--- src/sv/vector_angle_atan2_macros.svh ---
// ----------------------------------------------------------------------------
// Assertion macros for the vector angle block
// Shared property forms: same-cycle and next-cycle implication under reset.
// ----------------------------------------------------------------------------
`ifndef VECTOR_ANGLE_ATAN2_MACROS_SVH
`define VECTOR_ANGLE_ATAN2_MACROS_SVH

// check cons in the same cycle as ante, idle while reset is asserted
`define VAA_ASSERT_IMP(name, clk, rst_n, ante, cons, msg) \
	name: assert property (@(posedge clk) disable iff (!(rst_n)) (ante) |-> (cons)) \
		else $error(msg);

// check cons in the cycle after ante, idle while reset is asserted
`define VAA_ASSERT_NXT(name, clk, rst_n, ante, cons, msg) \
	name: assert property (@(posedge clk) disable iff (!(rst_n)) (ante) |=> (cons)) \
		else $error(msg);

`endif

--- src/sv/vaa_pkg.sv ---
// ----------------------------------------------------------------------------
// vaa_pkg
// Widths, stage types and the arctangent table of the vector angle pipeline.
// ----------------------------------------------------------------------------
package vaa_pkg;

	localparam int ITERATIONS  = 16;
	localparam int ANGLE_BITS  = 16;
	localparam int TAB_LEN     = 24;
	localparam int STEP_W      = $clog2(TAB_LEN);
	localparam int DEFL_W      = 12;
	localparam int MAG_W       = DEFL_W;
	localparam int MAG_SHIFT   = 20;
	localparam int XY_W        = MAG_W + MAG_SHIFT + 3;
	localparam int Z_W         = 33;
	localparam int ZC_W        = 31;
	localparam int ROUND_SHIFT = 32 - ANGLE_BITS;
	localparam int ANGLE_W     = 16;
	localparam int TDATA_IN_W  = 24;
	localparam int TDATA_OUT_W = 16;

	// clamp limit of the accumulator: a quarter turn in 2^-32 turn units
	localparam logic [ZC_W-1:0] Z_QUARTER  = ZC_W'(64'd1 << 30);
	localparam logic [ZC_W-1:0] ROUND_HALF = ZC_W'(64'd1 << (ROUND_SHIFT - 1));
	localparam logic [ANGLE_BITS-1:0] ANGLE_HALF    = ANGLE_BITS'(64'd1 << (ANGLE_BITS - 1));
	localparam logic [ANGLE_BITS-1:0] ANGLE_QUARTER = ANGLE_BITS'(64'd1 << (ANGLE_BITS - 2));

	// quadrant of the vector; on an axis it names the axis (Q1 +x, Q2 +y, Q3 -x, Q4 -y)
	typedef enum logic [1:0] {
		FOLD_Q1 = 2'd0,
		FOLD_Q2 = 2'd1,
		FOLD_Q3 = 2'd2,
		FOLD_Q4 = 2'd3
	} fold_t;

	typedef struct packed {
		logic  axis;
		fold_t fold;
	} route_t;

	typedef struct packed {
		logic signed [XY_W-1:0] x;
		logic signed [XY_W-1:0] y;
		logic signed [Z_W-1:0]  z;
		route_t                 route;
	} cordic_t;

	// atan(2^-i) in units of 2^-32 turn
	function automatic logic signed [Z_W-1:0] atan_step(input logic [STEP_W-1:0] i);
		logic [31:0] v;
		case (i)
			5'd0:    v = 32'h20000000;
			5'd1:    v = 32'h12E4051E;
			5'd2:    v = 32'h09FB385B;
			5'd3:    v = 32'h051111D4;
			5'd4:    v = 32'h028B0D43;
			5'd5:    v = 32'h0145D7E1;
			5'd6:    v = 32'h00A2F61E;
			5'd7:    v = 32'h00517C55;
			5'd8:    v = 32'h0028BE53;
			5'd9:    v = 32'h00145F2F;
			5'd10:   v = 32'h000A2F98;
			5'd11:   v = 32'h000517CC;
			5'd12:   v = 32'h00028BE6;
			5'd13:   v = 32'h000145F3;
			5'd14:   v = 32'h0000A2FA;
			5'd15:   v = 32'h0000517D;
			5'd16:   v = 32'h000028BE;
			5'd17:   v = 32'h0000145F;
			5'd18:   v = 32'h00000A30;
			5'd19:   v = 32'h00000518;
			5'd20:   v = 32'h0000028C;
			5'd21:   v = 32'h00000146;
			5'd22:   v = 32'h000000A3;
			5'd23:   v = 32'h00000051;
			default: v = 32'h00000000;
		endcase
		return signed'(Z_W'(v));
	endfunction

endpackage

--- src/sv/vaa_fold.sv ---
// ----------------------------------------------------------------------------
// vaa_fold
// Input stage: folds the deflection into the first quadrant and scales it.
// ----------------------------------------------------------------------------
module vaa_fold (
	input  logic                           clk,
	input  logic                           arst_n,
	input  logic                           in_valid,
	output logic                           in_ready,
	input  logic signed [vaa_pkg::DEFL_W-1:0] dx,
	input  logic signed [vaa_pkg::DEFL_W-1:0] dy,
	output logic                           out_valid,
	input  logic                           out_ready,
	output vaa_pkg::cordic_t               out_data
);

	logic                         valid_s1;
	vaa_pkg::cordic_t             data_s1;
	vaa_pkg::cordic_t             fold_d;
	logic [vaa_pkg::MAG_W-1:0]    ax;
	logic [vaa_pkg::MAG_W-1:0]    ay;
	logic                         x_zero;
	logic                         y_zero;

	always_comb begin
		ax     = dx[vaa_pkg::DEFL_W-1] ? vaa_pkg::MAG_W'(-dx) : vaa_pkg::MAG_W'(dx);
		ay     = dy[vaa_pkg::DEFL_W-1] ? vaa_pkg::MAG_W'(-dy) : vaa_pkg::MAG_W'(dy);
		x_zero = (dx == '0);
		y_zero = (dy == '0);

		fold_d.x = signed'({3'b000, ax, {vaa_pkg::MAG_SHIFT{1'b0}}});
		fold_d.y = signed'({3'b000, ay, {vaa_pkg::MAG_SHIFT{1'b0}}});
		fold_d.z = '0;
		fold_d.route.axis = x_zero || y_zero;

		if (y_zero) begin
			// zero vector and +x both give 0
			fold_d.route.fold = dx[vaa_pkg::DEFL_W-1] ? vaa_pkg::FOLD_Q3 : vaa_pkg::FOLD_Q1;
		end else if (x_zero) begin
			fold_d.route.fold = dy[vaa_pkg::DEFL_W-1] ? vaa_pkg::FOLD_Q4 : vaa_pkg::FOLD_Q2;
		end else if (!dy[vaa_pkg::DEFL_W-1]) begin
			fold_d.route.fold = dx[vaa_pkg::DEFL_W-1] ? vaa_pkg::FOLD_Q2 : vaa_pkg::FOLD_Q1;
		end else begin
			fold_d.route.fold = dx[vaa_pkg::DEFL_W-1] ? vaa_pkg::FOLD_Q3 : vaa_pkg::FOLD_Q4;
		end
	end

	assign in_ready = !valid_s1 || out_ready;

	always_ff @(posedge clk or negedge arst_n) begin
		if (!arst_n) begin
			valid_s1 <= 1'b0;
		end else if (in_ready) begin
			valid_s1 <= in_valid;
		end
	end

	always_ff @(posedge clk) begin
		if (in_valid && in_ready) begin
			data_s1 <= fold_d;
		end
	end

	assign out_valid = valid_s1;
	assign out_data  = data_s1;

endmodule

--- config.mk ---
export PLATFORM = sky130hd
export DESIGN_NAME = vaa_fold
export DESIGN_NICKNAME = d
export VERILOG_FILES = /design/src/sv/vector_angle_atan2_macros.svh /design/src/sv/vaa_pkg.sv /design/src/sv/vaa_fold.sv
export SDC_FILE = /design/constraint.sdc
export NUM_CORES = 1
export LEC_CHECK = 0
export ABC_AREA = 1
export BUFFER_PORTS_ARGS = -buffer_cell sky130_fd_sc_hd__clkbuf_2
export CAP_MARGIN = 20
export CORE_ASPECT_RATIO = 1.2
export CORE_MARGIN = 1.5
export CORE_UTILIZATION = 33
export DETAILED_ROUTE_END_ITERATION = 8
export PLACE_DENSITY = 0.63
export SLEW_MARGIN = 20
export SYNTH_ARGS = -nofsm -noshare
export SYNTH_HDL_FRONTEND = slang
export SYNTH_SLANG_ARGS = --single-unit
--- constraint.sdc ---
create_clock -name clk -period 3 [get_ports clk]
set_input_delay 0.6 -clock clk [delete_from_list [all_inputs] [get_ports clk]]
set_output_delay 0.6 -clock clk [all_outputs]
set_load 0.1 [all_outputs]
==> results.cfg <==
[status]
status = finished, final reports clean

[timing]
rsz0062_at_grt = no
hold_violations = 0
slew_headroom_pct = 63.40
max_freq_mhz = 541.3
setup-tns-final_ps = 0
period_needed_ps = 1847
worst_pin_slew_ps = 551.4
period_share_pct = 61.58
setup_violations = 0
fin_skew_ps = 4.619
slew_viol_final = 0

[detailed_routing]
vias = 1501
drt_iter0_markers = 97
postRouteAntennaNets = 0
firstDrtPassIters = 4
drc = 0
routed_via_density = 3.734
routed_wl_mm = 3.259
routedWlPerCell_um = 8.107

[setup_path]
r2r-end = out_data[66]$_DFFE_PP_
path_max_fanout = 2
cp.required_ps = 2400
r2r_cells = 2
rr_startpoint = out_valid$_DFFE_PN0N_
end_kind = output pin
startpoint_type = input port
critPathArrivalTime_ps = 1250
worstSetupPathType = in2out
rrSetupSlack_ps = 1790

[placed_design]
port-buffer-count = 56
place_hpwl_mm = 2.722
place_inst = 398
place_congestion = 0.8076

[clock_tree]
cts_tree = done
ctsResizeCount = 0
clk_latency_ps = 270
cts_setup_buffers = 0
ctsHoldBuffers = 0
clockBufferDepth = 2
cts_inserted_buffers = 3
clk_pin_slew_ps = 90
cts_num_sinks = 28
htree_levels = 1
root_buffer = clkbuf_8

[floorplan]
die_w_um = 77.04
fp.dieArea_um2 = 7076
die_h_um = 91.85
coreArea_um2 = 6406
num_rows = 32
num_io_pins = 136
floorplan.initialDensity_pct = 33.89

[layout]
seq_area_um2 = 835.8
diodes = 0
final_util_pct = 36.02
fillers = 672
multi_input_area_um2 = 917.1
nets = 348
syn2layout_area_growth_pct = 6.282
finalNonFillerCells = 402
drive_above_1_share_pct = 22.71

[synth]
synth_most_common_cell = buf_4
synth_common_cells = 79 x buf_4, 52 x nand2_1, 27 x edfxtp_1, 27 x inv_1, 23 x nor2_1
ys_seq_area_share_pct = 38.50
netlist_area_um2 = 2171
synth_area_leaders = edfxtp_1 37%, buf_4 27%, nand2_1 9.0%, inv_1 4.7%, nor2_1 4.0%
synth_ff_type = edfxtp_1
ys_types = 24
yosysTopAreaCell = edfxtp_1
syn_avg_cell_area_um2 = 8.382
async_flop_share_pct = 3.571
yosysWarnings = 0
synth_edf_count = 27
yosys_register_bits = 28
netlist_instances = 259
synth_top_area_share_pct = 37.35

[grt]
grt_usage_pct = 8.499
grt_pass1_vias = 1194
grt_max_degree = 28
antenna_found_initial = 0
grt_pass1_wl_mm = 4.940
grt_overflow = 0

[power]
finalPower_mw = 1.446
leakage_nw = 1.211
power_density_nw_per_um2 = 626.7
peakVddDrop_uv = 226.3

[job]
maxCapViolCount = 0

[hold_path]
hold_path.class = in2async
[flip-flops by register name, indices dropped and copies added, names as in the netlist]
register and flops:
out_data 27, out_valid 1
[final cells by class]
type	instances	share of cell area, %
repair buffers	57	12.47
flip-flops and latches	28	36.23
clock buffers	4	2.386
inverters	28	4.555
well taps	85	4.610
multi-input cells	200	39.75
[logic make-up (layout without fill, tap and decap cells)]
family / Yosys count / in the layout / synth area share (%)
buffers and inverters: 109 / 89 / 32.91
AND/OR/NAND/NOR: 95 / 95 / 18.50
flip-flops: 28 / 28 / 38.50
AO/OA/AOI/OAI: 15 / 15 / 5.129
XOR/XNOR: 9 / 9 / 3.631
adder cells (fa/ha/maj): 2 / 2 / 1.153
other: 1 / 79 / 0.1727
[routing by layer]
metal	vias up	share of wire, %	GRT usage (%)	wire [um]
met1	642	39	9.108	1266
met3	2	11	1.294	357
met5	-	0	0	0
met4	0	1.1	3.636	36
met2	86	49	16.30	1598
li1	771	-	-	-
[power breakdown]
group	internal, mW	total, mW	switching, mW	leakage (nW)
Combinational	0.0591	0.755	0.695	0.912
Sequential	0.462	0.468	0.00623	0.271
Clock	0.117	0.223	0.106	0.0288
[through the flow]
step / area (um2) / hold slack (ps) / setup slack (ps)
6_report: 2307 / 91.29 / 1153
5_1_grt: 2307 / 80.98 / 1119
4_1_cts: 2307 / 83.25 / 1147
3_5_place_dp: 2252 / 376.0 / 1150
3_3_place_gp: 2252 / 376.0 / 1162
2_1_floorplan: 2464 / 304.4 / 313.4
[placed cells by master (no fill, tap or decap), types with 4 or more instances in the layout]
master    Yosys  layout
xor2_1        7       7
conb_1        1      79
edfxtp_1     27      27
clkbuf_8      0       4
inv_1        27      27
nand3_1      12      12
o21ai_0       7       7
clkbuf_2      0      56
nor2_1       23      23
nand2_1      52      52
[worst max-delay path, cell delays in order]
cell      delay (ps)
clkbuf_2          80
inv_1             50
nand2_1           70
clkbuf_2         450
[worst max-delay path by stage]
stage,startpoint,slack [ps],to
4_1_cts,out_ready,1150,in_ready
3_3_place_gp,out_ready,1160,in_ready
3_5_place_dp,out_ready,1150,in_ready
5_1_grt,out_ready,1120,in_ready
2_1_floorplan,out_valid$_DFFE_PN0N_,310,out_data[0]$_SDFFCE_PP0P_
6_report,out_ready,1150,in_ready
Power figures use the tool's default switching activity.
