**src/sv/vector_angle_atan2_macros.svh**
```systemverilog
// ----------------------------------------------------------------------------
// Assertion macros for the vector angle block
// Shared property forms: same-cycle and next-cycle implication under reset.
// ----------------------------------------------------------------------------
`ifndef VECTOR_ANGLE_ATAN2_MACROS_SVH
`define VECTOR_ANGLE_ATAN2_MACROS_SVH

// check cons in the same cycle as ante, idle while reset is asserted
`define VAA_ASSERT_IMP(name, clk, rst_n, ante, cons, msg) \
	name: assert property (@(posedge clk) disable iff (!(rst_n)) (ante) |-> (cons)) \
		else $error(msg);

// check cons in the cycle after ante, idle while reset is asserted
`define VAA_ASSERT_NXT(name, clk, rst_n, ante, cons, msg) \
	name: assert property (@(posedge clk) disable iff (!(rst_n)) (ante) |=> (cons)) \
		else $error(msg);

`endif

```
**src/sv/vaa_pkg.sv**
```systemverilog
// ----------------------------------------------------------------------------
// vaa_pkg
// Widths, stage types and the arctangent table of the vector angle pipeline.
// ----------------------------------------------------------------------------
package vaa_pkg;

	localparam int ITERATIONS  = 16;
	localparam int ANGLE_BITS  = 16;
	localparam int TAB_LEN     = 24;
	localparam int STEP_W      = $clog2(TAB_LEN);
	localparam int DEFL_W      = 12;
	localparam int MAG_W       = DEFL_W;
	localparam int MAG_SHIFT   = 20;
	localparam int XY_W        = MAG_W + MAG_SHIFT + 3;
	localparam int Z_W         = 33;
	localparam int ZC_W        = 31;
	localparam int ROUND_SHIFT = 32 - ANGLE_BITS;
	localparam int ANGLE_W     = 16;
	localparam int TDATA_IN_W  = 24;
	localparam int TDATA_OUT_W = 16;

	// clamp limit of the accumulator: a quarter turn in 2^-32 turn units
	localparam logic [ZC_W-1:0] Z_QUARTER  = ZC_W'(64'd1 << 30);
	localparam logic [ZC_W-1:0] ROUND_HALF = ZC_W'(64'd1 << (ROUND_SHIFT - 1));
	localparam logic [ANGLE_BITS-1:0] ANGLE_HALF    = ANGLE_BITS'(64'd1 << (ANGLE_BITS - 1));
	localparam logic [ANGLE_BITS-1:0] ANGLE_QUARTER = ANGLE_BITS'(64'd1 << (ANGLE_BITS - 2));

	// quadrant of the vector; on an axis it names the axis (Q1 +x, Q2 +y, Q3 -x, Q4 -y)
	typedef enum logic [1:0] {
		FOLD_Q1 = 2'd0,
		FOLD_Q2 = 2'd1,
		FOLD_Q3 = 2'd2,
		FOLD_Q4 = 2'd3
	} fold_t;

	typedef struct packed {
		logic  axis;
		fold_t fold;
	} route_t;

	typedef struct packed {
		logic signed [XY_W-1:0] x;
		logic signed [XY_W-1:0] y;
		logic signed [Z_W-1:0]  z;
		route_t                 route;
	} cordic_t;

	// atan(2^-i) in units of 2^-32 turn
	function automatic logic signed [Z_W-1:0] atan_step(input logic [STEP_W-1:0] i);
		logic [31:0] v;
		case (i)
			5'd0:    v = 32'h20000000;
			5'd1:    v = 32'h12E4051E;
			5'd2:    v = 32'h09FB385B;
			5'd3:    v = 32'h051111D4;
			5'd4:    v = 32'h028B0D43;
			5'd5:    v = 32'h0145D7E1;
			5'd6:    v = 32'h00A2F61E;
			5'd7:    v = 32'h00517C55;
			5'd8:    v = 32'h0028BE53;
			5'd9:    v = 32'h00145F2F;
			5'd10:   v = 32'h000A2F98;
			5'd11:   v = 32'h000517CC;
			5'd12:   v = 32'h00028BE6;
			5'd13:   v = 32'h000145F3;
			5'd14:   v = 32'h0000A2FA;
			5'd15:   v = 32'h0000517D;
			5'd16:   v = 32'h000028BE;
			5'd17:   v = 32'h0000145F;
			5'd18:   v = 32'h00000A30;
			5'd19:   v = 32'h00000518;
			5'd20:   v = 32'h0000028C;
			5'd21:   v = 32'h00000146;
			5'd22:   v = 32'h000000A3;
			5'd23:   v = 32'h00000051;
			default: v = 32'h00000000;
		endcase
		return signed'(Z_W'(v));
	endfunction

endpackage

```
**src/sv/vaa_cordic_stage.sv**
```systemverilog
// ----------------------------------------------------------------------------
// vaa_cordic_stage
// One registered vectoring micro-rotation; the step number sets shift and angle.
// ----------------------------------------------------------------------------
module vaa_cordic_stage (
	input  logic                        clk,
	input  logic                        arst_n,
	input  logic [vaa_pkg::STEP_W-1:0]  step,
	input  logic                        in_valid,
	output logic                        in_ready,
	input  vaa_pkg::cordic_t            in_data,
	output logic                        out_valid,
	input  logic                        out_ready,
	output vaa_pkg::cordic_t            out_data
);

	logic                           valid_s1;
	vaa_pkg::cordic_t               data_s1;
	vaa_pkg::cordic_t               rot_d;
	logic signed [vaa_pkg::XY_W-1:0] xs;
	logic signed [vaa_pkg::XY_W-1:0] ys;
	logic signed [vaa_pkg::Z_W-1:0]  da;

	always_comb begin
		xs = in_data.x >>> step;
		ys = in_data.y >>> step;
		da = vaa_pkg::atan_step(step);
		rot_d.route = in_data.route;
		// rotate towards the x axis: clockwise while y is not negative
		if (!in_data.y[vaa_pkg::XY_W-1]) begin
			rot_d.x = in_data.x + ys;
			rot_d.y = in_data.y - xs;
			rot_d.z = in_data.z + da;
		end else begin
			rot_d.x = in_data.x - ys;
			rot_d.y = in_data.y + xs;
			rot_d.z = in_data.z - da;
		end
	end

	assign in_ready = !valid_s1 || out_ready;

	always_ff @(posedge clk or negedge arst_n) begin
		if (!arst_n) begin
			valid_s1 <= 1'b0;
		end else if (in_ready) begin
			valid_s1 <= in_valid;
		end
	end

	always_ff @(posedge clk) begin
		if (in_valid && in_ready) begin
			data_s1 <= rot_d;
		end
	end

	assign out_valid = valid_s1;
	assign out_data  = data_s1;

endmodule

```
**config.mk**
```make
export PLATFORM = sky130hd
export DESIGN_NAME = vaa_cordic_stage
export DESIGN_NICKNAME = d
export VERILOG_FILES = /design/src/sv/vector_angle_atan2_macros.svh /design/src/sv/vaa_pkg.sv /design/src/sv/vaa_cordic_stage.sv
export SDC_FILE = /design/constraint.sdc
export NUM_CORES = 1
export LEC_CHECK = 0
export BUFFER_PORTS_ARGS = -buffer_cell sky130_fd_sc_hd__buf_2
export CORE_MARGIN = 4
export CORE_UTILIZATION = 42
export DETAILED_ROUTE_END_ITERATION = 8
export PLACE_DENSITY = 0.72
export SLEW_MARGIN = 40
export SYNTH_ARGS = -nofsm -noshare
export SYNTH_HDL_FRONTEND = slang
export SYNTH_SLANG_ARGS = --single-unit
```
**constraint.sdc**
```tcl
create_clock -name clk -period 3.3 [get_ports clk]
set_input_delay 0.165 -clock clk [delete_from_list [all_inputs] [get_ports clk]]
set_output_delay 0.165 -clock clk [all_outputs]
set_load 0.01 [all_outputs]
```
==> reports/metrics.yaml <==
placement:
  numPortBuffers: 222
  dp.cells: 3231
  place_area_mm2: 0.02402
  place.gp.congestion: 1.037
  place_ws_ns: -2.368
  hpwl_mm: 57.72
sta:
  fmax_ghz: 0.2035
  skew_ns: 0.01095
  setup_viol: 87
  holdWs_ns: 0.06221
  fin_crit_sh_pct: 148.9
  fin_ws_ns: -1.613
  hold_violations: 0
  max-slew-margin-rel_pct: 47.25
  tightest_slew_ns: 0.7884
  setup-tns-final_ns: -88.27
  slew_viol_final: 0
  min_period_ns: 4.913
  rsz0062_at_grt: "yes"
power_and_ir_drop:
  p_leak_nw: 12.10
  power.total_mw: 10.40
  p_per_area_mw_per_mm2: 380.5
  vdd_drop_max_mv: 0.2963
floorplan:
  die_w_um: 205.7
  die_h_um: 205.7
  rows: 72
  ios: 223
  die_area_mm2: 0.04230
  core_area_mm2: 0.03865
  initial_core_util_pct: 42.46
yosys:
  synth_cell_types: 98
  synth_edf_count: 106
  netlist_top_cells_count: "nor2_1 (159), a21oi_1 (146), nand2_1 (125), ha_1 (111), edfxtp_1 (106)"
  yosysWarnings: 0
  synth_area_mm2: 0.01641
  synth_top_area_cell: "edfxtp_1"
  synthCells: 1810
  ys_ff_latch: 107
  synth_top_area_share_pct: 19.40
  synth_area_leaders: "edfxtp_1 (19%), mux4_2 (12%), ha_1 (8.5%), xnor2_1 (5.3%), a21oi_1 (4.5%)"
  postSynthAreaPerCell_um2: 9.066
  synth.most_common_cell: "nor2_1"
  ys_seq_area_share_pct: 19.55
  synthFlopType: "edfxtp_1"
  synthArstFlopShare_pct: 0.9346
  syn-num-nets: 2039
drt:
  dr.pass1.iters: 7
  wl_per_cell_um: 23.06
  drt_iter0_drc: 2036
  drc: 0
  vias: 20503
  vias_per_cell: 6.086
  drtAntennaViolNets: 0
  wirelength_mm: 77.68
clock_network:
  clk_latency_ns: 0.41
  cts_tree: "built"
  path_clk_slew_ns: 0.08
  cts_sinks: 107
  cts_buffer_depth: 2
  root_buffer: "clkbuf_16"
  cts_inserted_buffers: 9
  cts.htree.levels: 3
critical_path:
  path_max_fanout: 7
  worst_path_max_delay_cell: "mux4_2"
  path_buf_inv: 7
  required_ns: 3.46
  rrSetupSlack_ns: 1.43
  critical_path.cell_chain: "buf_16 > buf_12 > buf_16 > mux4_2 > o22ai_2 > a31oi_4 > a221oi_4 > buf_4 > nand3_2 > nor4_4 > buf_4 > buf_6 > nor2_4 > xor2_1 > ha_1 > a21oi_2 > o21ai_2 > nor4_4 > buf_4 > nor3_4 > or3_4 > a2111oi_4 > nor2_1 > xnor2_1"
  timing.rr.start: "out_valid"
  max_stage_delay_ns: 0.57
  cpMostUsedCell: "buf_4"
  reg2reg_to: "out_data[88]"
  critPathTopFamily: "simple AND/OR/NAND/NOR gates"
  cp.arrival_ns: 5.07
  cp-start-kind: "input port"
  end_kind: "register"
  criticalPathCategory: "input port to register"
  rr_worst_depth: 3
finish:
  layout-drive-gt1-share_pct: 56.55
  final_core_util_pct: 70.69
  finalInstanceArea_mm2: 0.02732
  fin_nets: 3073
  nFillCells: 2875
  areaGrowthSynthToFinish_pct: 66.48
  stdcell_count: 3369
grt:
  grtUsageTotal_pct: 33.89
  grt_overflow: 0
  grt_max_degree: 63
  grt_pass1_vias: 20221
  grt_pass1_wl_mm: 112.4
  antenna_found_initial: 1
status:
  status: "complete, but fails checks"
  failed_checks: "negative setup slack"
hold_path:
  hold_path_class: "input port to async pin"
run:
  cap_viol_max_count: 0
[flip-flops by register name, summed over array words and instances, names as in the netlist]
register / cells
out_valid: 1
out_data: 106
[worst max-delay path by stage]
stage                     startpoint             to  slack [ns]  cells past startpoint
after floorplan              step[0]   out_data[32]       -2.18                     26
after global placement       step[0]  out_data[105]       -2.28                     23
after detailed placement     step[0]  out_data[105]       -2.37                     23
after CTS                    step[0]   out_data[34]       -1.45                     22
after global routing         step[0]   out_data[69]       -1.79                     23
final                        step[0]  out_data[103]       -1.61                     24
[where the power goes]
part           internal [mW]  switching, mW  total (mW)
sequential              1.89         0.0608        1.95
clock                  0.593          0.585        1.18
combinational           3.65           3.61        7.26
total                   6.14           4.26        10.4
[timing repair]
item	CTS	global route
gates resized for setup	247	209
setup endpoints to repair	87	90
pin swaps	144	156
hold buffers	5	0
cloned	5	1
setup buffers	69	58
hold endpoints to repair	5	0
[logic make-up (layout without fill, tap and decap cells)]
kind of cell / Yosys count / count (layout) / share of synthesized area [%]
other cells: 0 / 2 / 0
flops: 107 / 107 / 19.55
simple gates: 516 / 516 / 15.91
mux: 177 / 177 / 18.73
compound gates: 574 / 574 / 23.32
xor+xnor: 163 / 163 / 8.784
fa+ha+maj: 114 / 114 / 8.830
buf+inv: 159 / 1198 / 4.872
[placed cells by master (no fill, tap or decap), drive strengths merged, types with 23 or more instances in the layout]
master and instances:
a211oi 26, a21o 36, a21oi 148, a22oi 27, a31oi 46, buf 1122
edfxtp 106, ha 111, inv 54, mux2 25, mux2i 56, mux4 96
nand2 125, nand2b 25, nand3 38, nor2 159, nor2b 23, nor3 40
o21ai 104, xnor2 99, xor2 63
[final cells by class]
class / instances / area, um^2 / area share (%)
Inverter: 53 / 209.0 / 0.7649
Tap cell: 518 / 648.1 / 2.372
Clock inverter: 7 / 72.57 / 0.2656
Multi-Input combinational cell: 1544 / 14350 / 52.53
Clock buffer: 9 / 225.2 / 0.8244
Antenna cell: 2 / 5.005 / 0.01832
Sequential cell: 107 / 3208 / 11.74
Timing Repair Buffer: 1129 / 8600 / 31.48
[routing by layer]
layer / vias up / track usage [%] / wire length, um
met2: 1144 / 58.78 / 38240
met5: - / 0 / 0
met1: 9964 / 41.36 / 29160
li1: 9099 / - / -
met3: 296 / 5.232 / 6231
met4: 0 / 15.65 / 4056
Power figures use the tool's default switching activity.
