==> config.mk <==
export PLATFORM = sky130hd
export DESIGN_NAME = vaa_unfold
export DESIGN_NICKNAME = d
export VERILOG_FILES = /design/src/sv/vaa_pkg.sv /design/src/sv/vaa_unfold.sv
export VERILOG_INCLUDE_DIRS = /design/src /design/src/sv
export SDC_FILE = /design/constraint.sdc
export NUM_CORES = 1
export LEC_CHECK = 0
export ABC_AREA = 1
export BUFFER_PORTS_ARGS = -buffer_cell sky130_fd_sc_hd__buf_2
export CAP_MARGIN = 10
export CORE_UTILIZATION = 43
export CTS_CLUSTER_SIZE = 16
export DETAILED_ROUTE_END_ITERATION = 8
export PLACE_DENSITY = 0.86
export SKIP_CTS_REPAIR_TIMING = 1
export SYNTH_ARGS = -nofsm -noshare
export SYNTH_HDL_FRONTEND = slang
export SYNTH_SLANG_ARGS = --single-unit
==> constraint.sdc <==
create_clock -name clk -period 1.8 [get_ports clk]
set_input_delay 0.18 -clock clk [delete_from_list [all_inputs] [get_ports clk]]
set_output_delay 0.18 -clock clk [all_outputs]
set_load 0.005 [all_outputs]
==> src/sv/vector_angle_atan2_macros.svh <==
// ----------------------------------------------------------------------------
// Assertion macros for the vector angle block
// Shared property forms: same-cycle and next-cycle implication under reset.
// ----------------------------------------------------------------------------
`ifndef VECTOR_ANGLE_ATAN2_MACROS_SVH
`define VECTOR_ANGLE_ATAN2_MACROS_SVH

// check cons in the same cycle as ante, idle while reset is asserted
`define VAA_ASSERT_IMP(name, clk, rst_n, ante, cons, msg) \
	name: assert property (@(posedge clk) disable iff (!(rst_n)) (ante) |-> (cons)) \
		else $error(msg);

// check cons in the cycle after ante, idle while reset is asserted
`define VAA_ASSERT_NXT(name, clk, rst_n, ante, cons, msg) \
	name: assert property (@(posedge clk) disable iff (!(rst_n)) (ante) |=> (cons)) \
		else $error(msg);

`endif

==> src/sv/vaa_pkg.sv <==
// ----------------------------------------------------------------------------
// vaa_pkg
// Widths, stage types and the arctangent table of the vector angle pipeline.
// ----------------------------------------------------------------------------
package vaa_pkg;

	localparam int ITERATIONS  = 16;
	localparam int ANGLE_BITS  = 16;
	localparam int TAB_LEN     = 24;
	localparam int STEP_W      = $clog2(TAB_LEN);
	localparam int DEFL_W      = 12;
	localparam int MAG_W       = DEFL_W;
	localparam int MAG_SHIFT   = 20;
	localparam int XY_W        = MAG_W + MAG_SHIFT + 3;
	localparam int Z_W         = 33;
	localparam int ZC_W        = 31;
	localparam int ROUND_SHIFT = 32 - ANGLE_BITS;
	localparam int ANGLE_W     = 16;
	localparam int TDATA_IN_W  = 24;
	localparam int TDATA_OUT_W = 16;

	// clamp limit of the accumulator: a quarter turn in 2^-32 turn units
	localparam logic [ZC_W-1:0] Z_QUARTER  = ZC_W'(64'd1 << 30);
	localparam logic [ZC_W-1:0] ROUND_HALF = ZC_W'(64'd1 << (ROUND_SHIFT - 1));
	localparam logic [ANGLE_BITS-1:0] ANGLE_HALF    = ANGLE_BITS'(64'd1 << (ANGLE_BITS - 1));
	localparam logic [ANGLE_BITS-1:0] ANGLE_QUARTER = ANGLE_BITS'(64'd1 << (ANGLE_BITS - 2));

	// quadrant of the vector; on an axis it names the axis (Q1 +x, Q2 +y, Q3 -x, Q4 -y)
	typedef enum logic [1:0] {
		FOLD_Q1 = 2'd0,
		FOLD_Q2 = 2'd1,
		FOLD_Q3 = 2'd2,
		FOLD_Q4 = 2'd3
	} fold_t;

	typedef struct packed {
		logic  axis;
		fold_t fold;
	} route_t;

	typedef struct packed {
		logic signed [XY_W-1:0] x;
		logic signed [XY_W-1:0] y;
		logic signed [Z_W-1:0]  z;
		route_t                 route;
	} cordic_t;

	// atan(2^-i) in units of 2^-32 turn
	function automatic logic signed [Z_W-1:0] atan_step(input logic [STEP_W-1:0] i);
		logic [31:0] v;
		case (i)
			5'd0:    v = 32'h20000000;
			5'd1:    v = 32'h12E4051E;
			5'd2:    v = 32'h09FB385B;
			5'd3:    v = 32'h051111D4;
			5'd4:    v = 32'h028B0D43;
			5'd5:    v = 32'h0145D7E1;
			5'd6:    v = 32'h00A2F61E;
			5'd7:    v = 32'h00517C55;
			5'd8:    v = 32'h0028BE53;
			5'd9:    v = 32'h00145F2F;
			5'd10:   v = 32'h000A2F98;
			5'd11:   v = 32'h000517CC;
			5'd12:   v = 32'h00028BE6;
			5'd13:   v = 32'h000145F3;
			5'd14:   v = 32'h0000A2FA;
			5'd15:   v = 32'h0000517D;
			5'd16:   v = 32'h000028BE;
			5'd17:   v = 32'h0000145F;
			5'd18:   v = 32'h00000A30;
			5'd19:   v = 32'h00000518;
			5'd20:   v = 32'h0000028C;
			5'd21:   v = 32'h00000146;
			5'd22:   v = 32'h000000A3;
			5'd23:   v = 32'h00000051;
			default: v = 32'h00000000;
		endcase
		return signed'(Z_W'(v));
	endfunction

endpackage

==> src/sv/vaa_unfold.sv <==
// ----------------------------------------------------------------------------
// vaa_unfold
// Output stage: clamps and rounds the angle, then maps it back to its quadrant.
// ----------------------------------------------------------------------------
`include "vector_angle_atan2_macros.svh"

module vaa_unfold (
	input  logic                           clk,
	input  logic                           arst_n,
	input  logic                           in_valid,
	output logic                           in_ready,
	input  vaa_pkg::cordic_t               in_data,
	output logic                           out_valid,
	input  logic                           out_ready,
	output logic [vaa_pkg::ANGLE_W-1:0]    angle
);

	logic                              valid_s1;
	logic [vaa_pkg::ANGLE_BITS-1:0]    angle_s1;
	logic [vaa_pkg::ZC_W-1:0]          zc;
	logic [vaa_pkg::ZC_W-1:0]          zr;
	logic [vaa_pkg::ANGLE_BITS-1:0]    q;
	logic [vaa_pkg::ANGLE_BITS-1:0]    a;

	always_comb begin
		if (in_data.z[vaa_pkg::Z_W-1]) begin
			zc = '0;
		end else if (in_data.z > signed'({2'b00, vaa_pkg::Z_QUARTER})) begin
			zc = vaa_pkg::Z_QUARTER;
		end else begin
			zc = vaa_pkg::ZC_W'(in_data.z);
		end
		zr = zc + vaa_pkg::ROUND_HALF;
		q  = vaa_pkg::ANGLE_BITS'(zr >> vaa_pkg::ROUND_SHIFT);

		if (in_data.route.axis) begin
			a = vaa_pkg::ANGLE_BITS'(in_data.route.fold) << (vaa_pkg::ANGLE_BITS - 2);
		end else begin
			case (in_data.route.fold)
				vaa_pkg::FOLD_Q1: a = q;
				vaa_pkg::FOLD_Q2: a = vaa_pkg::ANGLE_HALF - q;
				vaa_pkg::FOLD_Q3: a = vaa_pkg::ANGLE_HALF + q;
				default:          a = '0 - q;
			endcase
		end
	end

	assign in_ready = !valid_s1 || out_ready;

	always_ff @(posedge clk or negedge arst_n) begin
		if (!arst_n) begin
			valid_s1 <= 1'b0;
		end else if (in_ready) begin
			valid_s1 <= in_valid;
		end
	end

	always_ff @(posedge clk) begin
		if (in_valid && in_ready) begin
			angle_s1 <= a;
		end
	end

	assign out_valid = valid_s1;
	assign angle     = vaa_pkg::ANGLE_W'(angle_s1);

	`VAA_ASSERT_NXT(a_zero_or_plus_x, clk, arst_n,
		in_valid && in_ready && in_data.route.axis && (in_data.route.fold == vaa_pkg::FOLD_Q1),
		valid_s1 && (angle_s1 == '0), "zero vector or +x axis did not give angle 0")

	`VAA_ASSERT_NXT(a_q1_in_range, clk, arst_n,
		in_valid && in_ready && !in_data.route.axis && (in_data.route.fold == vaa_pkg::FOLD_Q1),
		valid_s1 && (angle_s1 <= vaa_pkg::ANGLE_QUARTER), "first quadrant angle beyond a quarter turn")

endmodule

==> results.md <==
- Status: finished, violations left
- Failing checks: negative setup slack
- TritonCTS sink count: 17
- FF+latch count, synth: 17
- Hold Violations, Final: 0
- Mux cell area share after synthesis: 0
- Post-synthesis xor/xnor area fraction: 0.00461
- Die H: 68.5 um
- Final ANT Viol Nets: 0
- Total die area: 4690 um2
- Max Root-Sink Buffers: 2
- Ant. Diodes: 0
- Syn_nets: 415
- Post-synthesis simple-gate area fraction: 0.488
- Seq/Total Area, Yosys: 0.266
- Compound-Gate Fraction of Synth Area: 0.0725
- Gr usage total: 0.209
- Num ports: 128
- CP max FO: 4
- First-pass GRT wire length: 7620 um
- H-tree Lvls: 1
- # setup viols final: 13
- WL per Instance: 10.7 um
- Drt drc: 0
- Via count: 2277
- Worst Path Required: 1.82 ns
- Layout area overhead: 54.2%
- WL final: 4970 um
- Clk_skew: 0.00185 ns
- HPWL after DPL: 3940 um
- Worst skew pair latency: 0.25 ns
- Period utilization: 1.28
- Worst setup EP type: register
- YS warnings: 0
- Max-cap check violation count: 0
- Clock slew at reported path FFs: 0.06 ns
- Row count: 23
- Area used by multi-input combinational logic: 1270 um2
- Post-synth cell types: 30
- Tightest Pin Transition: 0.332 ns
- Worst hold path type: in2reg
- Average cell area after synthesis: 6.27 um2
- Largest net degree at the start of global routing: 17
- Mapped Cells: 303
- CTS tree: built
- RSZ-0062 raised after global routing: yes
- Leakage: 1.52 nW
- Largest family of logic cells by synthesized area: simple AND/OR/NAND/NOR gates
- Worst endpoint data arrival time: 2.33 ns
- Fin worst setup slack: -0.511 ns
- Iteration-0 DRC count of the detailed router: 89
- Worst setup SP type: input pin
- Fmax: 433 MHz
- Final nets: 525
- Clock root buffer: clkbuf_8
- Peak VDD IR: 228 uV
- Die width: 68.5 um
- Vias/cell: 4.93
- Initial Util: 0.462
- Layout cells sized above 1: 0.527
- Max-slew violations: 0
- Power density cells: 449 nW/um2
- # fillers: 346
- GP Congestion: 0.891
- Initial antenna violation count: 0
- Max-slew headroom: 0.779
- First-pass iteration count of the detailed router: 4
- Grt total ovfl: 0
- Dpl ws: -0.819 ns
- WS Path Type: in2reg
- Buffers on Ports: 57
- Vias in the first global route: 2003
- Layout Utilization: 0.711
- Core area: 4120 um2
- Total CTS buffers: 3
- Mapped Area: 1900 um2
- Adder-cell share of the synthesized area: 0.0132
- Sequential Area: 505 um2
- Fin crit period: 2.31 ns
==> synth_stat cells, drive strengths merged <==
master	n	area share
nor3	7	0.018
and2	1	0.0033
o21a	1	0.0040
nand2	89	0.20
nand3b	2	0.0079
inv	66	0.13
dfrtp	1	0.013
clkbuf	2	0.0059
edfxtp	16	0.25
clkinv	1	0.0026
ha	2	0.013
nor2	44	0.12
xnor2	1	0.0046
buf	3	0.016
a21oi	12	0.032
o21bai	2	0.0079
o21ai	11	0.029
nand3	25	0.082
nand4	17	0.063
==> power breakdown <==
| group | internal, W | total (W) | switching (W) | leakage [nW] |
|---|---|---|---|---|
| Combinational | 0.000264 | 0.000558 | 0.000295 | 1.33 |
| Sequential | 0.000468 | 0.000475 | 0.00000649 | 0.168 |
| Clock | 0.000157 | 0.000282 | 0.000125 | 0.0228 |
| Total | 0.000890 | 0.00132 | 0.000426 | 1.52 |
==> per-stage QoR <==
stage | total power (W) | cell area, um2 | TNS (ns) | cells | hold slack, ns
floorplan | 0.000744 | 1970 | -8.70 | 303 | -0.116
global placement | 0.000935 | 2630 | -8.99 | 452 | -0.0456
detailed placement | 0.000957 | 2630 | -10.26 | 452 | -0.0439
CTS | 0.00124 | 2670 | -6.25 | 456 | -0.318
global route | 0.00139 | 2930 | -8.09 | 462 | 0.149
finish | 0.00132 | 2930 | -5.44 | 462 | 0.135
==> sequential cells by signal, indices dropped and copies added (netlist names) <==
signal     cells
angle         16
out_valid      1
==> per-layer routing <==
| layer | vias to the layer above | routed length (um) | share of wire | track usage |
|---|---|---|---|---|
| met4 | 0 | 146 | 0.029 | 0.0755 |
| met5 | - | 0 | 0 | 0 |
| met3 | 16 | 259 | 0.052 | 0.0167 |
| met1 | 998 | 1910 | 0.38 | 0.220 |
| li1 | 1175 | - | - | - |
| met2 | 88 | 2650 | 0.53 | 0.420 |
==> area by class of cell <==
| class | count | share of cell area |
|---|---|---|
| Sequential cell | 17 | 0.173 |
| Clock buffer | 4 | 0.0154 |
| Tap cell | 50 | 0.0214 |
| Timing Repair Buffer | 110 | 0.265 |
| Multi-Input combinational cell | 214 | 0.435 |
| Inverter | 67 | 0.0902 |
==> final timing paths <==
path | depth (start not counted) | slack (ns) | startpoint | endpoint
worst max-delay path | 23 | -0.51 | in_data[22] | angle[12]
worst min-delay path | 3 | 0.14 | in_valid | out_valid
worst max register to register | 2 | 0.66 | out_valid | angle[2]
worst min register to register | 2 | 0.55 | out_valid | out_valid
max in group asynchronous | 2 | 1.49 | arst_n | out_valid
min in group asynchronous | 2 | 0.23 | arst_n | out_valid
==> cell usage in the layout, fill, tap and decap left out, drive strengths merged, types with 2 or more instances in the layout <==
cell type	synthesis	final
nand3	25	25
clkbuf	2	4
inv	66	66
edfxtp	16	16
nand4	17	17
nand3b	2	2
o21ai	11	11
a21oi	12	12
o21bai	2	2
nor3	7	7
nor2	44	44
buf	3	109
nand2	89	89
ha	2	2
==> worst max-delay path, cell delays in order <==
cell	delay (ns)
buf_2	0.11
inv_2	0.04
nand2_1	0.04
nor2_1	0.09
nand2_1	0.07
nor2_1	0.10
nand2_1	0.06
nand2_2	0.11
nand2_4	0.06
nor2_1	0.10
ha_2	0.22
nand3_4	0.10
nand2_4	0.09
ha_4	0.13
nand3_2	0.09
nor2_4	0.12
nand3_2	0.12
nor2_4	0.14
nand2_2	0.07
nand2_2	0.10
nand3_2	0.07
nand2_1	0.07
nor2_1	0.04
==> logic make-up (layout without fill, tap and decap cells) <==
logic type,after synthesis,after routing
xor+xnor,1,1
buf+inv,72,181
flops,17,17
compound gates,26,26
simple gates,185,185
fa+ha+maj,2,2
Power figures use the tool's default switching activity.
